<file path="src/hw/rtl/bdpc_pkg.sv">
package bdpc_pkg;

  // Default width of the stable and hold time counters.
  localparam int unsigned TIME_WIDTH_DEFAULT = 32;

  // Configuration port geometry.
  localparam int unsigned CFG_IDX_WIDTH  = 2;
  localparam int unsigned CFG_DATA_WIDTH = 32;

  // Fixed field widths.
  localparam int unsigned DT_WIDTH   = 16;
  localparam int unsigned MS_WIDTH   = 32;
  localparam int unsigned SECS_WIDTH = 23;

  // Register indexes on the configuration port.
  typedef enum logic [CFG_IDX_WIDTH-1:0] {
    CFG_DEBOUNCE = 2'd0,
    CFG_PROMPT   = 2'd1,
    CFG_LONG     = 2'd2
  } cfg_idx_e;

  // Press event codes.
  typedef enum logic [1:0] {
    EV_NONE   = 2'd0,
    EV_SHORT  = 2'd1,
    EV_CANCEL = 2'd2,
    EV_LONG   = 2'd3
  } press_ev_e;

  // Register reset values and special timing values.
  localparam logic [DT_WIDTH-1:0] DEBOUNCE_RST    = 16'd30;
  localparam logic [MS_WIDTH-1:0] PROMPT_RST      = 32'd1000;
  localparam logic [MS_WIDTH-1:0] LONG_RST        = 32'd3000;
  localparam logic [MS_WIDTH-1:0] DEFAULT_LONG_MS = 32'd3000;
  localparam logic [MS_WIDTH-1:0] LONG_DISABLED   = 32'hFFFF_FFFF;

  // Division by 1000 is a shift by 3 followed by a reciprocal multiply
  // for 125. The multiplier ceil(2^36 / 125) is exact for 29-bit operands.
  localparam int unsigned        PRE_SHIFT   = 3;
  localparam int unsigned        DIV_IN_W    = MS_WIDTH - PRE_SHIFT;
  localparam int unsigned        RECIP_W     = 30;
  localparam int unsigned        RECIP_SHIFT = 36;
  localparam int unsigned        PROD_W      = DIV_IN_W + RECIP_W;
  localparam logic [RECIP_W-1:0] RECIP_125   = 30'd549755814;

  // Result of the tracking stage, handed to the output stage.
  typedef struct packed {
    press_ev_e           ev;
    logic                pressed;
    logic [MS_WIDTH-1:0] held;
    logic                active;
    logic [MS_WIDTH-1:0] rem_m1;
  } trk_res_t;

endpackage

</file>
<file path="src/hw/rtl/bdpc_track.sv">
module bdpc_track #(
  parameter int unsigned TIME_WIDTH = bdpc_pkg::TIME_WIDTH_DEFAULT
) (
  input  logic                                 clk_i,
  input  logic                                 rst_ni,
  input  logic                                 cfg_valid_i,
  input  logic [bdpc_pkg::CFG_IDX_WIDTH-1:0]   cfg_index_i,
  input  logic [bdpc_pkg::CFG_DATA_WIDTH-1:0]  cfg_data_i,
  input  logic                                 in_valid_i,
  output logic                                 in_ready_o,
  input  logic                                 raw_level_i,
  input  logic [bdpc_pkg::DT_WIDTH-1:0]        elapsed_time_i,
  output logic                                 res_valid_o,
  input  logic                                 res_ready_i,
  output bdpc_pkg::trk_res_t                   res_o
);

  localparam logic [TIME_WIDTH-1:0] TimeMax = '1;

  // Configuration registers.
  logic [bdpc_pkg::DT_WIDTH-1:0] debounce_q;
  logic [bdpc_pkg::MS_WIDTH-1:0] prompt_q;
  logic [bdpc_pkg::MS_WIDTH-1:0] long_q;

  // Debounce and hold state.
  logic                  cand_q, cand_d;
  logic [TIME_WIDTH-1:0] stable_q, stable_d;
  logic                  deb_q, deb_d;
  logic [TIME_WIDTH-1:0] hold_q, hold_d;
  logic                  lrep_q, lrep_d;

  // Stage result register.
  logic               res_valid_q;
  bdpc_pkg::trk_res_t res_q, res_d;

  logic                          accept;
  logic                          busy;
  logic [bdpc_pkg::MS_WIDTH-1:0] lng;
  logic [bdpc_pkg::MS_WIDTH-1:0] prm;
  logic [TIME_WIDTH:0]           stable_sum;
  logic [TIME_WIDTH:0]           hold_sum;
  logic [TIME_WIDTH-1:0]         hold_base;
  logic                          lrep_base;
  logic                          flip;
  logic [bdpc_pkg::MS_WIDTH-1:0] hold_ms;
  logic [bdpc_pkg::MS_WIDTH-1:0] hold_n_ms;

  // A new beat enters whenever the stage register is free or drains.
  assign in_ready_o = !res_valid_q || res_ready_i;
  assign accept     = in_valid_i && in_ready_o;
  assign busy       = cand_q || deb_q;

  // Effective long and prompt times.
  assign lng = (long_q == '0) ? bdpc_pkg::DEFAULT_LONG_MS : long_q;
  assign prm = (prompt_q > lng) ? lng : prompt_q;

  assign hold_ms = bdpc_pkg::MS_WIDTH'(hold_q);

  // Next state and the result for one sample.
  always_comb begin
    res_d      = '0;
    res_d.ev   = bdpc_pkg::EV_NONE;
    cand_d     = raw_level_i;
    stable_sum = {1'b0, stable_q} + (TIME_WIDTH + 1)'(elapsed_time_i);
    if (raw_level_i != cand_q) begin
      stable_d = '0;
    end else if (stable_sum[TIME_WIDTH]) begin
      stable_d = TimeMax;
    end else begin
      stable_d = stable_sum[TIME_WIDTH-1:0];
    end

    // Debounced level follows a candidate that has been stable long enough.
    flip  = (cand_d != deb_q) && (stable_d >= TIME_WIDTH'(debounce_q));
    deb_d = flip ? cand_d : deb_q;
    if (flip && !cand_d && !lrep_q) begin
      res_d.ev = (hold_ms >= prm) ? bdpc_pkg::EV_CANCEL : bdpc_pkg::EV_SHORT;
    end
    hold_base = flip ? '0 : hold_q;
    lrep_base = flip ? 1'b0 : lrep_q;

    // Hold timer runs while pressed; long press is reported once.
    hold_sum  = {1'b0, hold_base} + (TIME_WIDTH + 1)'(elapsed_time_i);
    hold_d    = hold_base;
    lrep_d    = lrep_base;
    if (deb_d) begin
      hold_d = hold_sum[TIME_WIDTH] ? TimeMax : hold_sum[TIME_WIDTH-1:0];
    end
    hold_n_ms = bdpc_pkg::MS_WIDTH'(hold_d);
    if (deb_d && !lrep_base && hold_n_ms >= lng) begin
      lrep_d   = 1'b1;
      res_d.ev = bdpc_pkg::EV_LONG;
    end

    // Prompt window and the remaining time less one for the ceiling divide.
    res_d.pressed = deb_d;
    res_d.held    = deb_d ? hold_n_ms : '0;
    res_d.active  = deb_d && !lrep_d && (lng != bdpc_pkg::LONG_DISABLED) &&
                    (hold_n_ms >= prm) && (hold_n_ms < lng);
    res_d.rem_m1  = lng - hold_n_ms - bdpc_pkg::MS_WIDTH'(1);
  end

  // Configuration writes; prompt and long time writes are dropped while the sampled or debounced level is high.
  always_ff @(posedge clk_i or negedge rst_ni) begin
    if (!rst_ni) begin
      debounce_q <= bdpc_pkg::DEBOUNCE_RST;
      prompt_q   <= bdpc_pkg::PROMPT_RST;
      long_q     <= bdpc_pkg::LONG_RST;
    end else if (cfg_valid_i) begin
      if (cfg_index_i == bdpc_pkg::CFG_DEBOUNCE) begin
        debounce_q <= cfg_data_i[bdpc_pkg::DT_WIDTH-1:0];
      end else if (cfg_index_i == bdpc_pkg::CFG_PROMPT && !busy) begin
        prompt_q <= cfg_data_i;
      end else if (cfg_index_i == bdpc_pkg::CFG_LONG && !busy) begin
        long_q <= cfg_data_i;
      end
    end
  end

  // State and stage control.
  always_ff @(posedge clk_i or negedge rst_ni) begin
    if (!rst_ni) begin
      cand_q      <= 1'b0;
      stable_q    <= '0;
      deb_q       <= 1'b0;
      hold_q      <= '0;
      lrep_q      <= 1'b0;
      res_valid_q <= 1'b0;
    end else begin
      if (in_ready_o) begin
        res_valid_q <= in_valid_i;
      end
      if (accept) begin
        cand_q   <= cand_d;
        stable_q <= stable_d;
        deb_q    <= deb_d;
        hold_q   <= hold_d;
        lrep_q   <= lrep_d;
      end
    end
  end

  // Stage payload.
  always_ff @(posedge clk_i) begin
    if (accept) begin
      res_q <= res_d;
    end
  end

  assign res_valid_o = res_valid_q;
  assign res_o       = res_q;

endmodule

</file>
<file path="src/hw/rtl/bdpc_result.sv">
module bdpc_result (
  input  logic                              clk_i,
  input  logic                              rst_ni,
  input  logic                              res_valid_i,
  output logic                              res_ready_o,
  input  bdpc_pkg::trk_res_t                res_i,
  output logic                              out_valid_o,
  input  logic                              out_ready_i,
  output logic [1:0]                        press_event_o,
  output logic                              is_pressed_o,
  output logic [bdpc_pkg::MS_WIDTH-1:0]     held_time_o,
  output logic                              prompt_active_o,
  output logic [bdpc_pkg::SECS_WIDTH-1:0]   seconds_left_o
);

  logic                               out_valid_q;
  logic                               load;
  logic [bdpc_pkg::DIV_IN_W-1:0]      div_in;
  logic [bdpc_pkg::PROD_W-1:0]        prod;
  logic [bdpc_pkg::SECS_WIDTH-1:0]    quot;
  logic [bdpc_pkg::SECS_WIDTH-1:0]    secs_d;
  logic [1:0]                         ev_q;
  logic                               pressed_q;
  logic [bdpc_pkg::MS_WIDTH-1:0]      held_q;
  logic                               active_q;
  logic [bdpc_pkg::SECS_WIDTH-1:0]    secs_q;

  assign res_ready_o = !out_valid_q || out_ready_i;
  assign load        = res_valid_i && res_ready_o;

  // Whole seconds left, rounded up: floor((rem - 1) / 1000) + 1.
  assign div_in = res_i.rem_m1[bdpc_pkg::MS_WIDTH-1:bdpc_pkg::PRE_SHIFT];
  assign prod   = bdpc_pkg::PROD_W'(div_in) * bdpc_pkg::PROD_W'(bdpc_pkg::RECIP_125);
  assign quot   = prod[bdpc_pkg::RECIP_SHIFT +: bdpc_pkg::SECS_WIDTH];
  assign secs_d = res_i.active ? (quot + bdpc_pkg::SECS_WIDTH'(1)) : '0;

  // Output valid.
  always_ff @(posedge clk_i or negedge rst_ni) begin
    if (!rst_ni) begin
      out_valid_q <= 1'b0;
    end else if (res_ready_o) begin
      out_valid_q <= res_valid_i;
    end
  end

  // Output payload.
  always_ff @(posedge clk_i) begin
    if (load) begin
      ev_q      <= res_i.ev;
      pressed_q <= res_i.pressed;
      held_q    <= res_i.held;
      active_q  <= res_i.active;
      secs_q    <= secs_d;
    end
  end

  assign out_valid_o     = out_valid_q;
  assign press_event_o   = ev_q;
  assign is_pressed_o    = pressed_q;
  assign held_time_o     = held_q;
  assign prompt_active_o = active_q;
  assign seconds_left_o  = secs_q;

endmodule

</file>
<file path="src/hw/rtl/button_debounce_press_classifier.sv">
// Button debouncer with short and long press classification.
//
// Input channel (in_valid_i / in_ready_o): one beat per raw button sample,
// carrying the raw level and the milliseconds since the previous sample.
// Output channel (out_valid_o / out_ready_i): exactly one beat per input
// beat, in order: press event, debounced level, hold time, prompt flag and
// whole seconds left until a long press.
// Configuration channel (cfg_valid_i / cfg_ready_o): index 0 debounce time,
// 1 prompt time, 2 long time; other indexes are ignored. The port is always
// ready. Prompt and long time writes are dropped while the button is down.
//
// Each accepted beat is registered in the tracking stage and then in the
// output stage before it is presented on the output. The state update
// sits in the tracking stage and the divide by 1000 (a reciprocal
// multiply) in the output stage, so one beat per cycle is sustained
// while the receiver is ready. If it stalls, the two registered stages
// fill and in_ready_o drops; nothing is lost or repeated.
// Reset clears all state to not pressed and loads the default timing
// (30 ms debounce, 1000 ms prompt, 3000 ms long); no clearing pass follows.
module button_debounce_press_classifier #(
  parameter int unsigned TIME_WIDTH = bdpc_pkg::TIME_WIDTH_DEFAULT
) (
  input  logic                                clk_i,
  input  logic                                rst_ni,
  input  logic                                cfg_valid_i,
  output logic                                cfg_ready_o,
  input  logic [bdpc_pkg::CFG_IDX_WIDTH-1:0]  cfg_index_i,
  input  logic [bdpc_pkg::CFG_DATA_WIDTH-1:0] cfg_data_i,
  input  logic                                in_valid_i,
  output logic                                in_ready_o,
  input  logic                                raw_level_i,
  input  logic [bdpc_pkg::DT_WIDTH-1:0]       elapsed_time_i,
  output logic                                out_valid_o,
  input  logic                                out_ready_i,
  output logic [1:0]                          press_event_o,
  output logic                                is_pressed_o,
  output logic [bdpc_pkg::MS_WIDTH-1:0]       held_time_o,
  output logic                                prompt_active_o,
  output logic [bdpc_pkg::SECS_WIDTH-1:0]     seconds_left_o
);

  logic               trk_valid;
  logic               trk_ready;
  bdpc_pkg::trk_res_t trk_res;

  // Configuration writes never stall.
  assign cfg_ready_o = 1'b1;

  // Debounce, hold timing and event classification.
  bdpc_track #(
    .TIME_WIDTH(TIME_WIDTH)
  ) u_track (
    .clk_i         (clk_i),
    .rst_ni        (rst_ni),
    .cfg_valid_i   (cfg_valid_i),
    .cfg_index_i   (cfg_index_i),
    .cfg_data_i    (cfg_data_i),
    .in_valid_i    (in_valid_i),
    .in_ready_o    (in_ready_o),
    .raw_level_i   (raw_level_i),
    .elapsed_time_i(elapsed_time_i),
    .res_valid_o   (trk_valid),
    .res_ready_i   (trk_ready),
    .res_o         (trk_res)
  );

  // Seconds-left divide and output register.
  bdpc_result u_result (
    .clk_i          (clk_i),
    .rst_ni         (rst_ni),
    .res_valid_i    (trk_valid),
    .res_ready_o    (trk_ready),
    .res_i          (trk_res),
    .out_valid_o    (out_valid_o),
    .out_ready_i    (out_ready_i),
    .press_event_o  (press_event_o),
    .is_pressed_o   (is_pressed_o),
    .held_time_o    (held_time_o),
    .prompt_active_o(prompt_active_o),
    .seconds_left_o (seconds_left_o)
  );

  // The prompt only shows while the button is down and time remains.
  assert property (@(posedge clk_i) disable iff (!rst_ni)
    out_valid_o && prompt_active_o |-> is_pressed_o && seconds_left_o != '0)
    else $error("prompt active without press or remaining time");

  // Seconds left is reported only with the prompt.
  assert property (@(posedge clk_i) disable iff (!rst_ni)
    out_valid_o && seconds_left_o != '0 |-> prompt_active_o)
    else $error("seconds left outside prompt");

  // Release events come with the button up, long press with it down.
  assert property (@(posedge clk_i) disable iff (!rst_ni)
    out_valid_o && (press_event_o == bdpc_pkg::EV_SHORT ||
                    press_event_o == bdpc_pkg::EV_CANCEL) |-> !is_pressed_o)
    else $error("release event while pressed");

  assert property (@(posedge clk_i) disable iff (!rst_ni)
    out_valid_o && press_event_o == bdpc_pkg::EV_LONG |->
      is_pressed_o && !prompt_active_o)
    else $error("long press event while released or prompting");

  // Hold time reads zero when released.
  assert property (@(posedge clk_i) disable iff (!rst_ni)
    out_valid_o && !is_pressed_o |-> held_time_o == '0)
    else $error("hold time nonzero while released");

endmodule
</file>
<file path="config.mk">
export PLATFORM = sky130hd
export DESIGN_NAME = button_debounce_press_classifier
export DESIGN_NICKNAME = d
export VERILOG_FILES = /design/src/hw/rtl/bdpc_pkg.sv /design/src/hw/rtl/bdpc_track.sv /design/src/hw/rtl/bdpc_result.sv /design/src/hw/rtl/button_debounce_press_classifier.sv
export SDC_FILE = /design/constraint.sdc
export NUM_CORES = 2
export LEC_CHECK = 0
export BUFFER_PORTS_ARGS = -buffer_cell sky130_fd_sc_hd__buf_4
export CAP_MARGIN = 20
export CORE_UTILIZATION = 40
export DETAILED_ROUTE_END_ITERATION = 10
export SLEW_MARGIN = 20
export SYNTH_ARGS = -nofsm -noshare
export SYNTH_HDL_FRONTEND = slang
export SYNTH_SLANG_ARGS = --single-unit
export TNS_END_PERCENT = 100
</file>
<file path="constraint.sdc">
create_clock -name clk_i -period 9.2 [get_ports clk_i]
set_input_delay 1.38 -clock clk_i [delete_from_list [all_inputs] [get_ports clk_i]]
set_output_delay 1.38 -clock clk_i [all_outputs]
set_load 0.005 [all_outputs]
</file>
==> results by group <==
Route
  • Number of antenna-violating nets in the routed design: 0
  • Ratio of routed vias to standard cells: 5.23
  • Overall routed net length: 92.5 mm
  • Count of TritonRoute iterations in the first routing pass: 6
  • Number of DRC markers after the initial detailed-route iteration: 1448
  • Total number of vias: 25200
  • Detail-routed net length per standard cell: 19.2 µm
  • DRC violation count after routing: 0

GRT
  • First-pass GRT wire length: 145 mm
  • Leftover overflow at the end of global routing: 0
  • Number of antenna violations at the first check in global routing: 0
  • Total track usage: 0.227
  • Met3 track demand over resource in global routing: 0.0240
  • GRT Max-Usage Layer: met2
  • Pin count of the biggest net entering global routing: 96
  • Global Route met1 Usage: 0.298
  • Fraction of met2 tracks used by global routing: 0.387
  • Via count of the first global-routing pass: 25700

Timing
  • Transition time of the tightest slew-check pin: 958 ps
  • Peak clock frequency supported by timing: 0.114 GHz
  • Slew Limit Headroom: 0.361
  • Post-route fraction of the period consumed by the critical path: 0.956
  • Endpoints failing hold: 0
  • Sum of negative setup slack: 0 ps
  • Max Transition Viols Final: 0
  • Count of final setup violators: 0
  • Clock skew: 32.9 ps
  • Tmin final: 8800 ps

Layout
  • Fill cell instance count of the final layout: 7537
  • Total number of nets in the final design: 4629
  • Share of post-route cells with drive strength above 1: 0.195
  • Non-filler cells, final: 4823
  • Number of diodes: 0
  • Final Core Density: 0.479
  • Growth of design area from synthesis to finish: 18.5%

Floorplanning
  • Core area: 0.0805 mm²
  • Die height: 287 µm
  • Number of rows created at floorplan: 104
  • I/O pin count: 118
  • Horizontal die dimension: 287 µm
  • Total die area: 0.0825 mm²
  • Initial cell density of the core: 0.404

Setup path
  • Worst setup path class: in2reg
  • Crit path DAT: 9140 ps
  • Max stage delay cell, worst path: sky130_fd_sc_hd__fa_2
  • Worst path most repeated cell: sky130_fd_sc_hd__a21o_1
  • Reg-to-reg critical path startpoint: u_track.res_o[20]
  • Maximum fanout along the worst path: 5
  • Required time at the endpoint of the critical path: 9540 ps
  • Launch point of the worst path: elapsed_time_i[0]
  • Critical Path End Type: register
  • Register-to-register path setup slack: 520 ps
  • Kind of start point of the critical path: input port
  • CP max stage delay: 400 ps

Run status
  • Outcome: finished clean

Clock tree
  • Sinks on the clock net: 273
  • Max H-tree Level: 2
  • Clock latency reported for the late side of the worst-skew pair: 580 ps
  • CTS tree: done
  • Clock tree root buffer cell: sky130_fd_sc_hd__clkbuf_16
  • Maximum number of buffers from clock root to sink: 3
  • Total clock buffers created by CTS: 36
  • CTS clock-pin slew for the worst setup and hold paths: 70 ps

Yosys
  • Warnings, synthesis: 0
  • Netlist area before placement: 0.0326 mm²
  • Synth unique cells: 101
  • Adder-cell share of the synthesized area: 0.384
  • Proportion of register bits with asynchronous set or reset after synthesis: 0.546
  • Sequential element share of the synthesized area: 0.230
  • Largest family of logic cells by synthesized area: adder cells
  • Nets in the synthesized netlist: 4258
  • Compound-gate portion of the synthesized area: 0.136
  • Seq cells post-synth: 273
  • Post-synthesis mux area share: 0.0353
  • Number of enable-type register cells in the synthesized netlist: 124
  • Number of instances in the synthesized netlist: 3364
  • Post-synth top flop: sky130_fd_sc_hd__dfrtp_1
  • Synth Area in Simple Gates: 0.108
  • Post-Syn Area per Cell: 9.68 µm²
  • Post-synthesis xor/xnor area fraction: 0.0248

Job
  • Max-Cap Viols: 0

Placed design
  • Post-Place Cells: 4748
  • Detail Placement HPWL: 75.9 mm
  • GPL Wtd Cong: 0.927
  • Number of input and output port buffers inserted: 116

Hold path
  • Start point of the worst hold path: u_track.res_o[39]
  • Type of the tightest min-delay check: reg2reg
-- worst max-delay path: cells and delay by family --
family / cells / cell delay [ps]
fa+ha+maj: 6 / 1560
buf+inv: 5 / 710
compound gates: 31 / 4990
simple gates: 5 / 450
-- cell type report --
cell class / instances / area [µm²] / share of cell area
multi-input combinational: 2390 / 23000 / 0.595
clock inverter: 22 / 284 / 0.00736
clock buffer: 44 / 962 / 0.0249
tap: 1060 / 1330 / 0.0344
inverter: 590 / 2220 / 0.0574
sequential: 273 / 7470 / 0.194
timing repair buffer: 444 / 3350 / 0.0868
-- state kept, by name (all words and copies together), names as in the netlist --
signal                    count
u_track.res_valid_o           1
u_track.deb_q                 1
u_track.prompt_q             32
u_result.is_pressed_o         1
u_track.cand_q                1
u_track.long_q               32
u_track.res_o                65
u_track.lrep_q                1
u_result.seconds_left_o      23
u_result.prompt_active_o      1
u_track.debounce_q           16
u_result.press_event_o        2
u_result.out_valid_o          1
u_track.stable_q             32
u_track.hold_ms              32
u_result.held_time_o         32
-- metrics by stage --
step	cell area, µm²	setup WS [ps]	hold slack (ps)
floorplan	32800	-57.2	400
global placement	36900	-433	402
detailed placement	36900	-560	407
CTS	38200	14.3	422
global route	38600	-23.6	429
finish	38600	402	420
-- path summary, 6_finish.rpt --
check	endpoint	depth (start not counted)
max in group asynchronous	u_track.long_q[26]	2
setup reg to reg	u_result.seconds_left_o[17]	24
hold reg to reg	u_result.held_time_o[6]	0
setup / recovery	u_track.res_o[67]	47
hold / removal	u_result.held_time_o[6]	0
min in group asynchronous	u_track.stable_q[1]	1
-- repair_timing --
| item | CTS | global route |
|---|---|---|
| hold buffers | 0 | 0 |
| setup endpoints to repair | 1 | 22 |
| pin swaps | 3 | 47 |
| setup buffers | 1 | 8 |
| resized for setup | 1 | 74 |
-- cells in the mapped netlist (13+ instances only) --
| cell type | number | area (µm²) |
|---|---|---|
| sky130_fd_sc_hd__nor2b_1 | 24 | 150 |
| sky130_fd_sc_hd__a211oi_1 | 18 | 135 |
| sky130_fd_sc_hd__dfrtp_1 | 132 | 3300 |
| sky130_fd_sc_hd__a21oi_1 | 193 | 966 |
| sky130_fd_sc_hd__o21bai_1 | 13 | 97.6 |
| sky130_fd_sc_hd__a21o_1 | 90 | 676 |
| sky130_fd_sc_hd__xor2_1 | 35 | 307 |
| sky130_fd_sc_hd__o21ai_0 | 111 | 556 |
| sky130_fd_sc_hd__nor4_1 | 23 | 144 |
| sky130_fd_sc_hd__nand4_1 | 60 | 375 |
| sky130_fd_sc_hd__nand2b_1 | 24 | 150 |
| sky130_fd_sc_hd__fa_1 | 267 | 5350 |
| sky130_fd_sc_hd__clkbuf_1 | 77 | 289 |
| sky130_fd_sc_hd__nand3_1 | 53 | 265 |
| sky130_fd_sc_hd__nor3_1 | 47 | 235 |
| sky130_fd_sc_hd__buf_2 | 24 | 120 |
| sky130_fd_sc_hd__inv_1 | 589 | 2210 |
| sky130_fd_sc_hd__dfstp_2 | 17 | 447 |
| sky130_fd_sc_hd__and3_1 | 14 | 87.6 |
| sky130_fd_sc_hd__ha_1 | 571 | 7140 |
| sky130_fd_sc_hd__nand2_1 | 208 | 781 |
| sky130_fd_sc_hd__and2_1 | 50 | 313 |
| sky130_fd_sc_hd__mux2i_1 | 35 | 350 |
| sky130_fd_sc_hd__edfxtp_1 | 124 | 3720 |
| sky130_fd_sc_hd__a31oi_1 | 18 | 113 |
| sky130_fd_sc_hd__mux2_2 | 71 | 800 |
| sky130_fd_sc_hd__nor2_1 | 118 | 443 |
| sky130_fd_sc_hd__xnor2_1 | 54 | 473 |
| sky130_fd_sc_hd__o211ai_1 | 35 | 263 |
| sky130_fd_sc_hd__o21a_1 | 38 | 285 |
-- placed cells by master (no fill, tap or decap), types with 15 or more instances in the layout --
cell / synthesis / final
sky130_fd_sc_hd__inv_1: 589 / 588
sky130_fd_sc_hd__ha_1: 571 / 557
sky130_fd_sc_hd__buf_4: 2 / 439
sky130_fd_sc_hd__fa_1: 267 / 265
sky130_fd_sc_hd__nand2_1: 208 / 203
sky130_fd_sc_hd__a21oi_1: 193 / 171
sky130_fd_sc_hd__dfrtp_1: 132 / 132
sky130_fd_sc_hd__edfxtp_1: 124 / 124
sky130_fd_sc_hd__nor2_1: 118 / 112
sky130_fd_sc_hd__o21ai_0: 111 / 95
sky130_fd_sc_hd__a21o_1: 90 / 90
sky130_fd_sc_hd__mux2_2: 71 / 71
sky130_fd_sc_hd__nand4_1: 60 / 60
sky130_fd_sc_hd__xnor2_1: 54 / 54
sky130_fd_sc_hd__nand3_1: 53 / 53
sky130_fd_sc_hd__nor3_1: 47 / 46
sky130_fd_sc_hd__and2_1: 50 / 44
sky130_fd_sc_hd__o21a_1: 38 / 38
sky130_fd_sc_hd__clkbuf_16: 0 / 37
sky130_fd_sc_hd__o211ai_1: 35 / 35
sky130_fd_sc_hd__mux2i_1: 35 / 35
sky130_fd_sc_hd__xor2_1: 35 / 33
sky130_fd_sc_hd__a21oi_2: 10 / 26
sky130_fd_sc_hd__nand2b_1: 24 / 24
sky130_fd_sc_hd__nor2b_1: 24 / 24
sky130_fd_sc_hd__nor4_1: 23 / 23
sky130_fd_sc_hd__a31oi_1: 18 / 17
sky130_fd_sc_hd__dfstp_2: 17 / 17
sky130_fd_sc_hd__a211oi_1: 18 / 15
-- cells by family after synthesis --
| group | Yosys count |
|---|---|
| fa+ha+maj | 838 |
| buf+inv | 701 |
| simple gates | 688 |
| compound gates | 667 |
| flops | 273 |
| mux | 106 |
| xor+xnor | 90 |
| other cells | 1 |
-- routing by layer --
| metal | share of wire | vias to the layer above |
|---|---|---|
| li1 | - | 12300 |
| met1 | 0.44 | 12100 |
| met2 | 0.48 | 595 |
| met3 | 0.039 | 163 |
| met4 | 0.039 | 0 |
| met5 | 0 | - |
Power is left out: the tool's default activity adds up to more than one toggle a clock period on the data nets, which glitch-free logic cannot reach.
